### src/rtl/core/battery_temp_monitor_unit_assert.svh
// assertion macros for the battery and temperature monitor
// needs clk and rst_n in the scope of each use
`ifndef BATTERY_TEMP_MONITOR_UNIT_ASSERT_SVH
`define BATTERY_TEMP_MONITOR_UNIT_ASSERT_SVH

`ifndef SYNTH
`define BTM_ASSERT_IMPLIES(label, ante, cons) \
    label: assert property (@(posedge clk) disable iff (!rst_n) (ante) |-> (cons)) \
        else $error("btm assertion failed");
`define BTM_ASSERT_NEXT(label, ante, cons) \
    label: assert property (@(posedge clk) disable iff (!rst_n) (ante) |=> (cons)) \
        else $error("btm assertion failed");
`else
`define BTM_ASSERT_IMPLIES(label, ante, cons)
`define BTM_ASSERT_NEXT(label, ante, cons)
`endif

`endif

### src/rtl/core/btm_pkg.sv
// shared types, constants and codes for the battery and temperature monitor
// no dependencies
package btm_pkg;

    localparam int WINDOW     = 16;
    localparam int ADC_BITS   = 10;
    localparam int SLOT_W     = $clog2(WINDOW);
    localparam int SUM_W      = ADC_BITS + $clog2(WINDOW + 1);
    localparam int TIME_W     = 32;
    localparam int HOLDOFF_W  = 16;
    localparam int THRESH_W   = 10;
    localparam int TOL_W      = 4;
    localparam int CFG_IDX_W  = 2;
    localparam int CFG_DATA_W = 16;

    localparam logic [CFG_IDX_W-1:0] REG_HOLDOFF   = 2'd0;
    localparam logic [CFG_IDX_W-1:0] REG_LOW       = 2'd1;
    localparam logic [CFG_IDX_W-1:0] REG_DEAD      = 2'd2;
    localparam logic [CFG_IDX_W-1:0] REG_TOLERANCE = 2'd3;

    localparam logic [HOLDOFF_W-1:0] HOLDOFF_RESET   = 16'd100;
    localparam logic [THRESH_W-1:0]  LOW_RESET       = 10'd512;
    localparam logic [THRESH_W-1:0]  DEAD_RESET      = 10'd450;
    localparam logic [TOL_W-1:0]     TOLERANCE_RESET = 4'd0;

    localparam logic [1:0] CHG_UNPLUGGED = 2'd0;
    localparam logic [1:0] CHG_CHARGING  = 2'd1;
    localparam logic [1:0] CHG_COMPLETE  = 2'd2;

    localparam logic [1:0] WARN_OK   = 2'd0;
    localparam logic [1:0] WARN_LOW  = 2'd1;
    localparam logic [1:0] WARN_DEAD = 2'd2;

    typedef logic [ADC_BITS-1:0] adc_t;

    typedef struct packed {
        logic [9:0]  temp_sample;
        logic [9:0]  battery_sample;
        logic [1:0]  charger_status;
        logic [31:0] now_ms;
        logic        user_active;
    } in_item_t;

    typedef struct packed {
        logic [9:0] temp_average;
        logic [9:0] battery_average;
        logic       battery_stable;
        logic [1:0] warning_level;
        logic       hold_power_on;
        logic       power_off_pulse;
    } out_item_t;

    typedef struct packed {
        logic [HOLDOFF_W-1:0] holdoff_ms;
        logic [THRESH_W-1:0]  low_threshold;
        logic [THRESH_W-1:0]  dead_threshold;
        logic [TOL_W-1:0]     stable_tolerance;
    } cfg_t;

endpackage

### src/rtl/core/btm_avg_ring.sv
// ring buffer moving average with running sum
// depends on btm_pkg
module btm_avg_ring (
    input  logic          clk,
    input  logic          rst_n,
    input  logic          push,
    input  btm_pkg::adc_t sample,
    output btm_pkg::adc_t avg_cur,
    output btm_pkg::adc_t avg_new
);
    import btm_pkg::*;

    adc_t              ring_reg [WINDOW];
    logic [SUM_W-1:0]  sum_reg;
    logic [SUM_W-1:0]  sum_next;
    logic [SLOT_W-1:0] slot_reg;
    logic [SLOT_W-1:0] slot_next;

    assign sum_next  = sum_reg - SUM_W'(ring_reg[slot_reg]) + SUM_W'(sample);
    assign slot_next = (slot_reg == SLOT_W'(WINDOW - 1)) ? '0 : slot_reg + 1'b1;
    assign avg_cur   = ADC_BITS'(sum_reg / WINDOW);
    assign avg_new   = ADC_BITS'(sum_next / WINDOW);

    always_ff @(posedge clk or negedge rst_n)
    begin
        if (!rst_n)
        begin
            sum_reg  <= '0;
            slot_reg <= '0;
            for (int i = 0; i < WINDOW; i++)
            begin
                ring_reg[i] <= '0;
            end
        end
        else if (push)
        begin
            sum_reg            <= sum_next;
            slot_reg           <= slot_next;
            ring_reg[slot_reg] <= sample;
        end
    end

endmodule

### src/rtl/core/btm_monitor_core.sv
// battery stability, sample hold-off, warning and charger power logic
// depends on btm_pkg
module btm_monitor_core (
    input  logic               clk,
    input  logic               rst_n,
    input  logic               step,
    input  btm_pkg::in_item_t  item,
    input  btm_pkg::cfg_t      cfg,
    input  btm_pkg::adc_t      temp_avg_new,
    input  btm_pkg::adc_t      bat_avg_cur,
    input  btm_pkg::adc_t      bat_avg_new,
    output logic               take,
    output btm_pkg::out_item_t result
);
    import btm_pkg::*;

    adc_t              prev_avg_reg;
    logic              prev_valid_reg;
    logic [TIME_W-1:0] last_time_reg;
    logic              was_charging_reg;
    logic              hold_reg;
    logic              hold_next;
    logic              was_charging_next;
    logic              pulse;
    logic              stable;
    logic              holdoff_done;
    adc_t              diff;
    adc_t              bat_avg;
    logic [TIME_W-1:0] elapsed;
    logic [1:0]        warn;

    assign diff         = (bat_avg_cur >= prev_avg_reg) ? bat_avg_cur - prev_avg_reg
                                                        : prev_avg_reg - bat_avg_cur;
    assign stable       = prev_valid_reg && (diff <= ADC_BITS'(cfg.stable_tolerance));
    assign elapsed      = item.now_ms - last_time_reg;
    assign holdoff_done = elapsed > TIME_W'(cfg.holdoff_ms);
    assign take         = !stable || holdoff_done;
    assign bat_avg      = take ? bat_avg_new : bat_avg_cur;

    always_comb
    begin
        hold_next         = hold_reg;
        was_charging_next = was_charging_reg;
        pulse             = 1'b0;
        unique case (item.charger_status)
            CHG_UNPLUGGED:
            begin
                if (!item.user_active && was_charging_reg)
                begin
                    pulse     = 1'b1;
                    hold_next = 1'b0;
                end
                was_charging_next = 1'b0;
            end
            CHG_CHARGING, CHG_COMPLETE:
            begin
                was_charging_next = 1'b1;
                hold_next         = 1'b1;
            end
            default:
            begin
                hold_next         = hold_reg;
                was_charging_next = was_charging_reg;
            end
        endcase
    end

    always_comb
    begin
        warn = WARN_OK;
        if (stable && item.charger_status == CHG_UNPLUGGED)
        begin
            priority if (bat_avg >= ADC_BITS'(cfg.low_threshold))
                warn = WARN_OK;
            else if (bat_avg >= ADC_BITS'(cfg.dead_threshold))
                warn = WARN_LOW;
            else
                warn = WARN_DEAD;
        end
    end

    assign result.temp_average    = 10'(temp_avg_new);
    assign result.battery_average = 10'(bat_avg);
    assign result.battery_stable  = stable;
    assign result.warning_level   = warn;
    assign result.hold_power_on   = hold_next;
    assign result.power_off_pulse = pulse;

    always_ff @(posedge clk or negedge rst_n)
    begin
        if (!rst_n)
        begin
            prev_valid_reg   <= 1'b0;
            last_time_reg    <= '0;
            was_charging_reg <= 1'b0;
            hold_reg         <= 1'b0;
        end
        else if (step)
        begin
            was_charging_reg <= was_charging_next;
            hold_reg         <= hold_next;
            if (take)
            begin
                prev_valid_reg <= 1'b1;
            end
            if (stable && holdoff_done)
            begin
                last_time_reg <= item.now_ms;
            end
        end
    end

    always_ff @(posedge clk)
    begin
        if (step && take)
        begin
            prev_avg_reg <= bat_avg_cur;
        end
    end

endmodule

### src/rtl/core/battery_temp_monitor_unit.sv
// an accepted item waits in the input register; its result is registered into
// the output register when the output advances, one transaction per cycle unless
// the output stalls; the sums, ring writes and decision logic update between them
// reset: asynchronous active low, clears both rings, sums, timers, charger state
// and loads the configuration defaults
`include "battery_temp_monitor_unit_assert.svh"

module battery_temp_monitor_unit (
    input  logic                                clk,
    input  logic                                rst_n,
    input  logic                                in_valid,
    output logic                                in_ready,
    input  btm_pkg::in_item_t                   in_data,
    output logic                                out_valid,
    input  logic                                out_ready,
    output btm_pkg::out_item_t                  out_data,
    input  logic                                cfg_we,
    input  logic [btm_pkg::CFG_IDX_W-1:0]       cfg_index,
    input  logic [btm_pkg::CFG_DATA_W-1:0]      cfg_data
);
    import btm_pkg::*;

    cfg_t      cfg_reg;
    in_item_t  in_item_reg;
    logic      in_valid_reg;
    out_item_t out_data_reg;
    logic      out_valid_reg;
    out_item_t result;
    logic      advance;
    logic      step;
    logic      accept;
    logic      take;
    adc_t      temp_avg_cur;
    adc_t      temp_avg_new;
    adc_t      bat_avg_cur;
    adc_t      bat_avg_new;

    assign advance   = !out_valid_reg || out_ready;
    assign step      = in_valid_reg && advance;
    assign in_ready  = !in_valid_reg || advance;
    assign accept    = in_valid && in_ready;
    assign out_valid = out_valid_reg;
    assign out_data  = out_data_reg;

    always_ff @(posedge clk or negedge rst_n)
    begin
        if (!rst_n)
        begin
            cfg_reg.holdoff_ms       <= HOLDOFF_RESET;
            cfg_reg.low_threshold    <= LOW_RESET;
            cfg_reg.dead_threshold   <= DEAD_RESET;
            cfg_reg.stable_tolerance <= TOLERANCE_RESET;
        end
        else if (cfg_we)
        begin
            unique case (cfg_index)
                REG_HOLDOFF:   cfg_reg.holdoff_ms       <= cfg_data[HOLDOFF_W-1:0];
                REG_LOW:       cfg_reg.low_threshold    <= cfg_data[THRESH_W-1:0];
                REG_DEAD:      cfg_reg.dead_threshold   <= cfg_data[THRESH_W-1:0];
                REG_TOLERANCE: cfg_reg.stable_tolerance <= cfg_data[TOL_W-1:0];
                default:       cfg_reg                  <= cfg_reg;
            endcase
        end
    end

    always_ff @(posedge clk or negedge rst_n)
    begin
        if (!rst_n)
        begin
            in_valid_reg  <= 1'b0;
            out_valid_reg <= 1'b0;
        end
        else
        begin
            if (accept)
                in_valid_reg <= 1'b1;
            else if (step)
                in_valid_reg <= 1'b0;
            if (step)
                out_valid_reg <= 1'b1;
            else if (out_ready)
                out_valid_reg <= 1'b0;
        end
    end

    always_ff @(posedge clk)
    begin
        if (accept)
            in_item_reg <= in_data;
        if (step)
            out_data_reg <= result;
    end

    btm_avg_ring u_temp_ring (
        .clk     (clk),
        .rst_n   (rst_n),
        .push    (step),
        .sample  (ADC_BITS'(in_item_reg.temp_sample)),
        .avg_cur (temp_avg_cur),
        .avg_new (temp_avg_new)
    );

    btm_avg_ring u_bat_ring (
        .clk     (clk),
        .rst_n   (rst_n),
        .push    (step && take),
        .sample  (ADC_BITS'(in_item_reg.battery_sample)),
        .avg_cur (bat_avg_cur),
        .avg_new (bat_avg_new)
    );

    btm_monitor_core u_core (
        .clk          (clk),
        .rst_n        (rst_n),
        .step         (step),
        .item         (in_item_reg),
        .cfg          (cfg_reg),
        .temp_avg_new (temp_avg_new),
        .bat_avg_cur  (bat_avg_cur),
        .bat_avg_new  (bat_avg_new),
        .take         (take),
        .result       (result)
    );

    `BTM_ASSERT_NEXT(a_accept_loads, accept, in_valid_reg)
    `BTM_ASSERT_NEXT(a_step_gives_result, step, out_valid_reg)
    `BTM_ASSERT_NEXT(a_stalled_item_kept, in_valid_reg && !advance, in_valid_reg)
    `BTM_ASSERT_NEXT(a_result_held, out_valid_reg && !out_ready, out_valid_reg && $stable(out_data_reg))

endmodule

### config.mk
export PLATFORM = sky130hd
export DESIGN_NAME = battery_temp_monitor_unit
export DESIGN_NICKNAME = d
export VERILOG_FILES = /design/src/rtl/core/btm_pkg.sv /design/src/rtl/core/btm_avg_ring.sv /design/src/rtl/core/btm_monitor_core.sv /design/src/rtl/core/battery_temp_monitor_unit.sv
export VERILOG_INCLUDE_DIRS = /design/src /design/src/rtl/core
export SDC_FILE = /design/constraint.sdc
export NUM_CORES = 1
export LEC_CHECK = 0
export BUFFER_PORTS_ARGS = -buffer_cell sky130_fd_sc_hd__clkbuf_2
export CAP_MARGIN = 20
export CORE_ASPECT_RATIO = 1.5
export CORE_MARGIN = 5
export CORE_UTILIZATION = 63
export CTS_CLUSTER_DIAMETER = 120
export DETAILED_ROUTE_END_ITERATION = 8
export PLACE_DENSITY_LB_ADDON = 0.12
export SLEW_MARGIN = 20
export SYNTH_ARGS = -nofsm -noshare
export SYNTH_HDL_FRONTEND = slang
export SYNTH_SLANG_ARGS = --single-unit
export TNS_END_PERCENT = 50
### constraint.sdc
create_clock -name clk -period 8.3 [get_ports clk]
set_input_delay 0.83 -clock clk [delete_from_list [all_inputs] [get_ports clk]]
set_output_delay 0.83 -clock clk [all_outputs]
set_load 0.02 [all_outputs]
==> reports/results.ini <==
[run]
cap_violations=0

[clock_network]
cts.sinks=523
clkTransAtPathRegs_ns=0.06
root_buffer=clkbuf_16
cts_resized=0
tritoncts=yes
clk_latency_ns=0.58
ctsHoldBuffers=0
cts_setup_buffers=0
cts_buffer_depth=3
htree_num_levels=2
numCtsBuffers=49

[global_route]
grt_pass1_wl_um=96990
grt_pass1_vias=18241
antenna_found_initial=0
grt_max_degree=155
grt_usage=0.2512
grt-ovfl-total=0

[sta]
fin_crit_sh=0.8834
max_freq_mhz=136.4
slew_headroom=0.3425
period_needed_ns=7.332
slew_violations=0
finClkSkew_ns=0.02311
finalSetupTns_ns=0
worstMarginPinSlew_ns=0.9862
hold_viol_final=0
finalSetupViolCount=0
rsz0062_at_grt=no

[critical_path]
cp_top_family=simple AND/OR/NAND/NOR gates
crit_arrival_ns=7.76
start_kind=register
cp-startpoint=in_item_reg[5]
cp.required_ns=8.73
timing.critical_path.buf_inv=1
r2r_end=out_data[2]
rr_worst_depth=31
crit_slowest_cell=nor3_1
ff2ff_setup_slack_ns=0.97
cpMostUsedCell=a21o_1
worstSetupPathType=register to register
cp-end-kind=register
critical_path.max_fanout=11
max_stage_delay_ns=0.43
regToRegStartpoint=in_item_reg[5]

[synth]
synth_compound_area_frac=0.08370
synth-adder-area-share=0.07554
synthCells=2207
synth_top_family_by_area=multiplexers
synth.distinct_cells=76
async_flop_share=0.8279
synthSimpleGateAreaFrac=0.07664
muxShareOfSynthArea=0.2063
ys_seq_area_frac=0.4964
yosys_warnings=0
ys.flop_type=dfrtp_1
avgSynthCellArea_um2=12.37
ys_top_cells_by_area=dfrtp_1, edfxtp_1, mux4_2, ha_1, mux2_2
synth_edf_count=90
synth_top_area_frac=0.3896
synthesis.nets=2436
ys_seq_elements=523
yosysTopAreaCell=dfrtp_1
synth_xor_area_frac=0.01893
syn-cell-area_mm2=0.02729

[power_and_ir_drop]
p_leak_uw=0.01351
power.density_mw_per_mm2=472.7
ir_worst_vdd_v=0.0002609

[drt]
drt_wl_total_um=59330
drcViolationCount=0
dr.pass1.iters=5
wl_per_cell_um=20.51
vias_per_cell=5.916
antenna_left=0
num_vias=17114
dr.first_iter.drc_count=1196

[placed_design]
place_hpwl_um=42180
numPortBuffers=104
globalplace.congestion=0.8834

[final_layout]
utilization=0.6973
n_antenna_cell=0
drive_above_1_share=0.2501
fin_nets=2512
layout_common_cells=dfrtp_1, nand2_1, o21ai_0
final_common_cell=dfrtp_1
synthToLayoutAreaGrowth_pct=9.691

[floorplan]
die_x_um=180.0
initial_core_util=0.6357
rows=93
die_height_um=264.9
core_mm2=0.04294
dieArea_mm2=0.04767
ioPinCount=105

[status]
status=complete, no violations

[worst_hold_path]
hp-class=input port to asynchronous set/reset pin

==> area by class of cell <==
type                       count  area (um2)
tap                          570       713.2
clock inverter                26       260.3
multi-input combinational   1388       12590
sequential                   523       13550
fill                        3115       13000
inverter                     198       743.2
clock buffer                  65        1358
timing repair buffer         123       718.2
==> cells by family after synthesis <==
| family | after synthesis |
|---|---|
| compound gates | 392 |
| xor+xnor | 59 |
| fa+ha+maj | 151 |
| buf+inv | 296 |
| flops | 523 |
| mux | 368 |
| simple gates | 418 |
==> metrics by stage <==
step / hold WS, ns / setup WS, ns / power, uW / area (um2) / std cells
after global routing: 0.1120 / 0.3000 / 15260 / 29940 / 2893
after global placement: 0.4564 / 1.355 / 11580 / 28290 / 2801
after floorplan: 0.4275 / 1.513 / 10020 / 27290 / 2207
after CTS: 0.3967 / 0.9959 / 14230 / 29910 / 2892
final: 0.1179 / 0.9675 / 14150 / 29940 / 2893
after detailed placement: 0.4653 / 1.038 / 11890 / 28290 / 2801
==> how the worst max path moves through the flow <==
stage,end,slack (ns),depth (start not counted)
3_3_place_gp,out_data[2],1.36,30
6_report,out_data[2],0.97,31
2_1_floorplan,out_data[2],1.51,33
3_5_place_dp,out_data[2],1.04,31
5_1_grt,out_data[3],0.30,31
4_1_cts,out_data[2],1.0,31
==> worst register-to-register path, delay by kind of cell, from the launching register on <==
family / cells / cell delay (ns)
simple gates: 11 / 2.63
compound gates: 14 / 2.50
fa+ha+maj: 3 / 0.95
flops: 1 / 0.39
mux: 1 / 0.31
buf+inv: 1 / 0.24
xor+xnor: 1 / 0.18
==> metal layers <==
| metal | global-route usage | vias up | routed length [um] |
|---|---|---|---|
| li1 | - | 7956 | - |
| met4 | 0.06924 | 0 | 1618 |
| met3 | 0.02910 | 101 | 2119 |
| met2 | 0.4623 | 367 | 31960 |
| met5 | 0 | - | 0 |
| met1 | 0.3160 | 8690 | 23630 |
==> synthesized netlist by cell type (6+ instances only) <==
master / instances
ha_1: 128
nor2_1: 49
nor2_8: 10
mux2i_1: 9
nor2b_1: 16
nand2b_1: 18
mux2_2: 139
mux2_4: 99
o211ai_1: 7
and2_1: 7
dfrtp_1: 425
nor4_1: 6
o21a_1: 7
edfxtp_1: 90
inv_1: 198
nand3_1: 29
a31oi_1: 6
dfstp_2: 8
xnor2_1: 44
clkbuf_1: 77
xor2_1: 15
o21ai_0: 221
nor3_1: 14
nand4_1: 13
mux2_1: 21
nand2_1: 222
mux4_2: 100
a21o_1: 31
fa_1: 23
a21oi_1: 66
buf_1: 9
and3_1: 8
==> where the power goes <==
part	internal (uW)	switching (uW)	total [uW]
sequential	3730	661	4390
combinational	3710	3790	7490
clock	1280	987	2270
total	8720	5440	14200
Power figures use the tool's default switching activity.
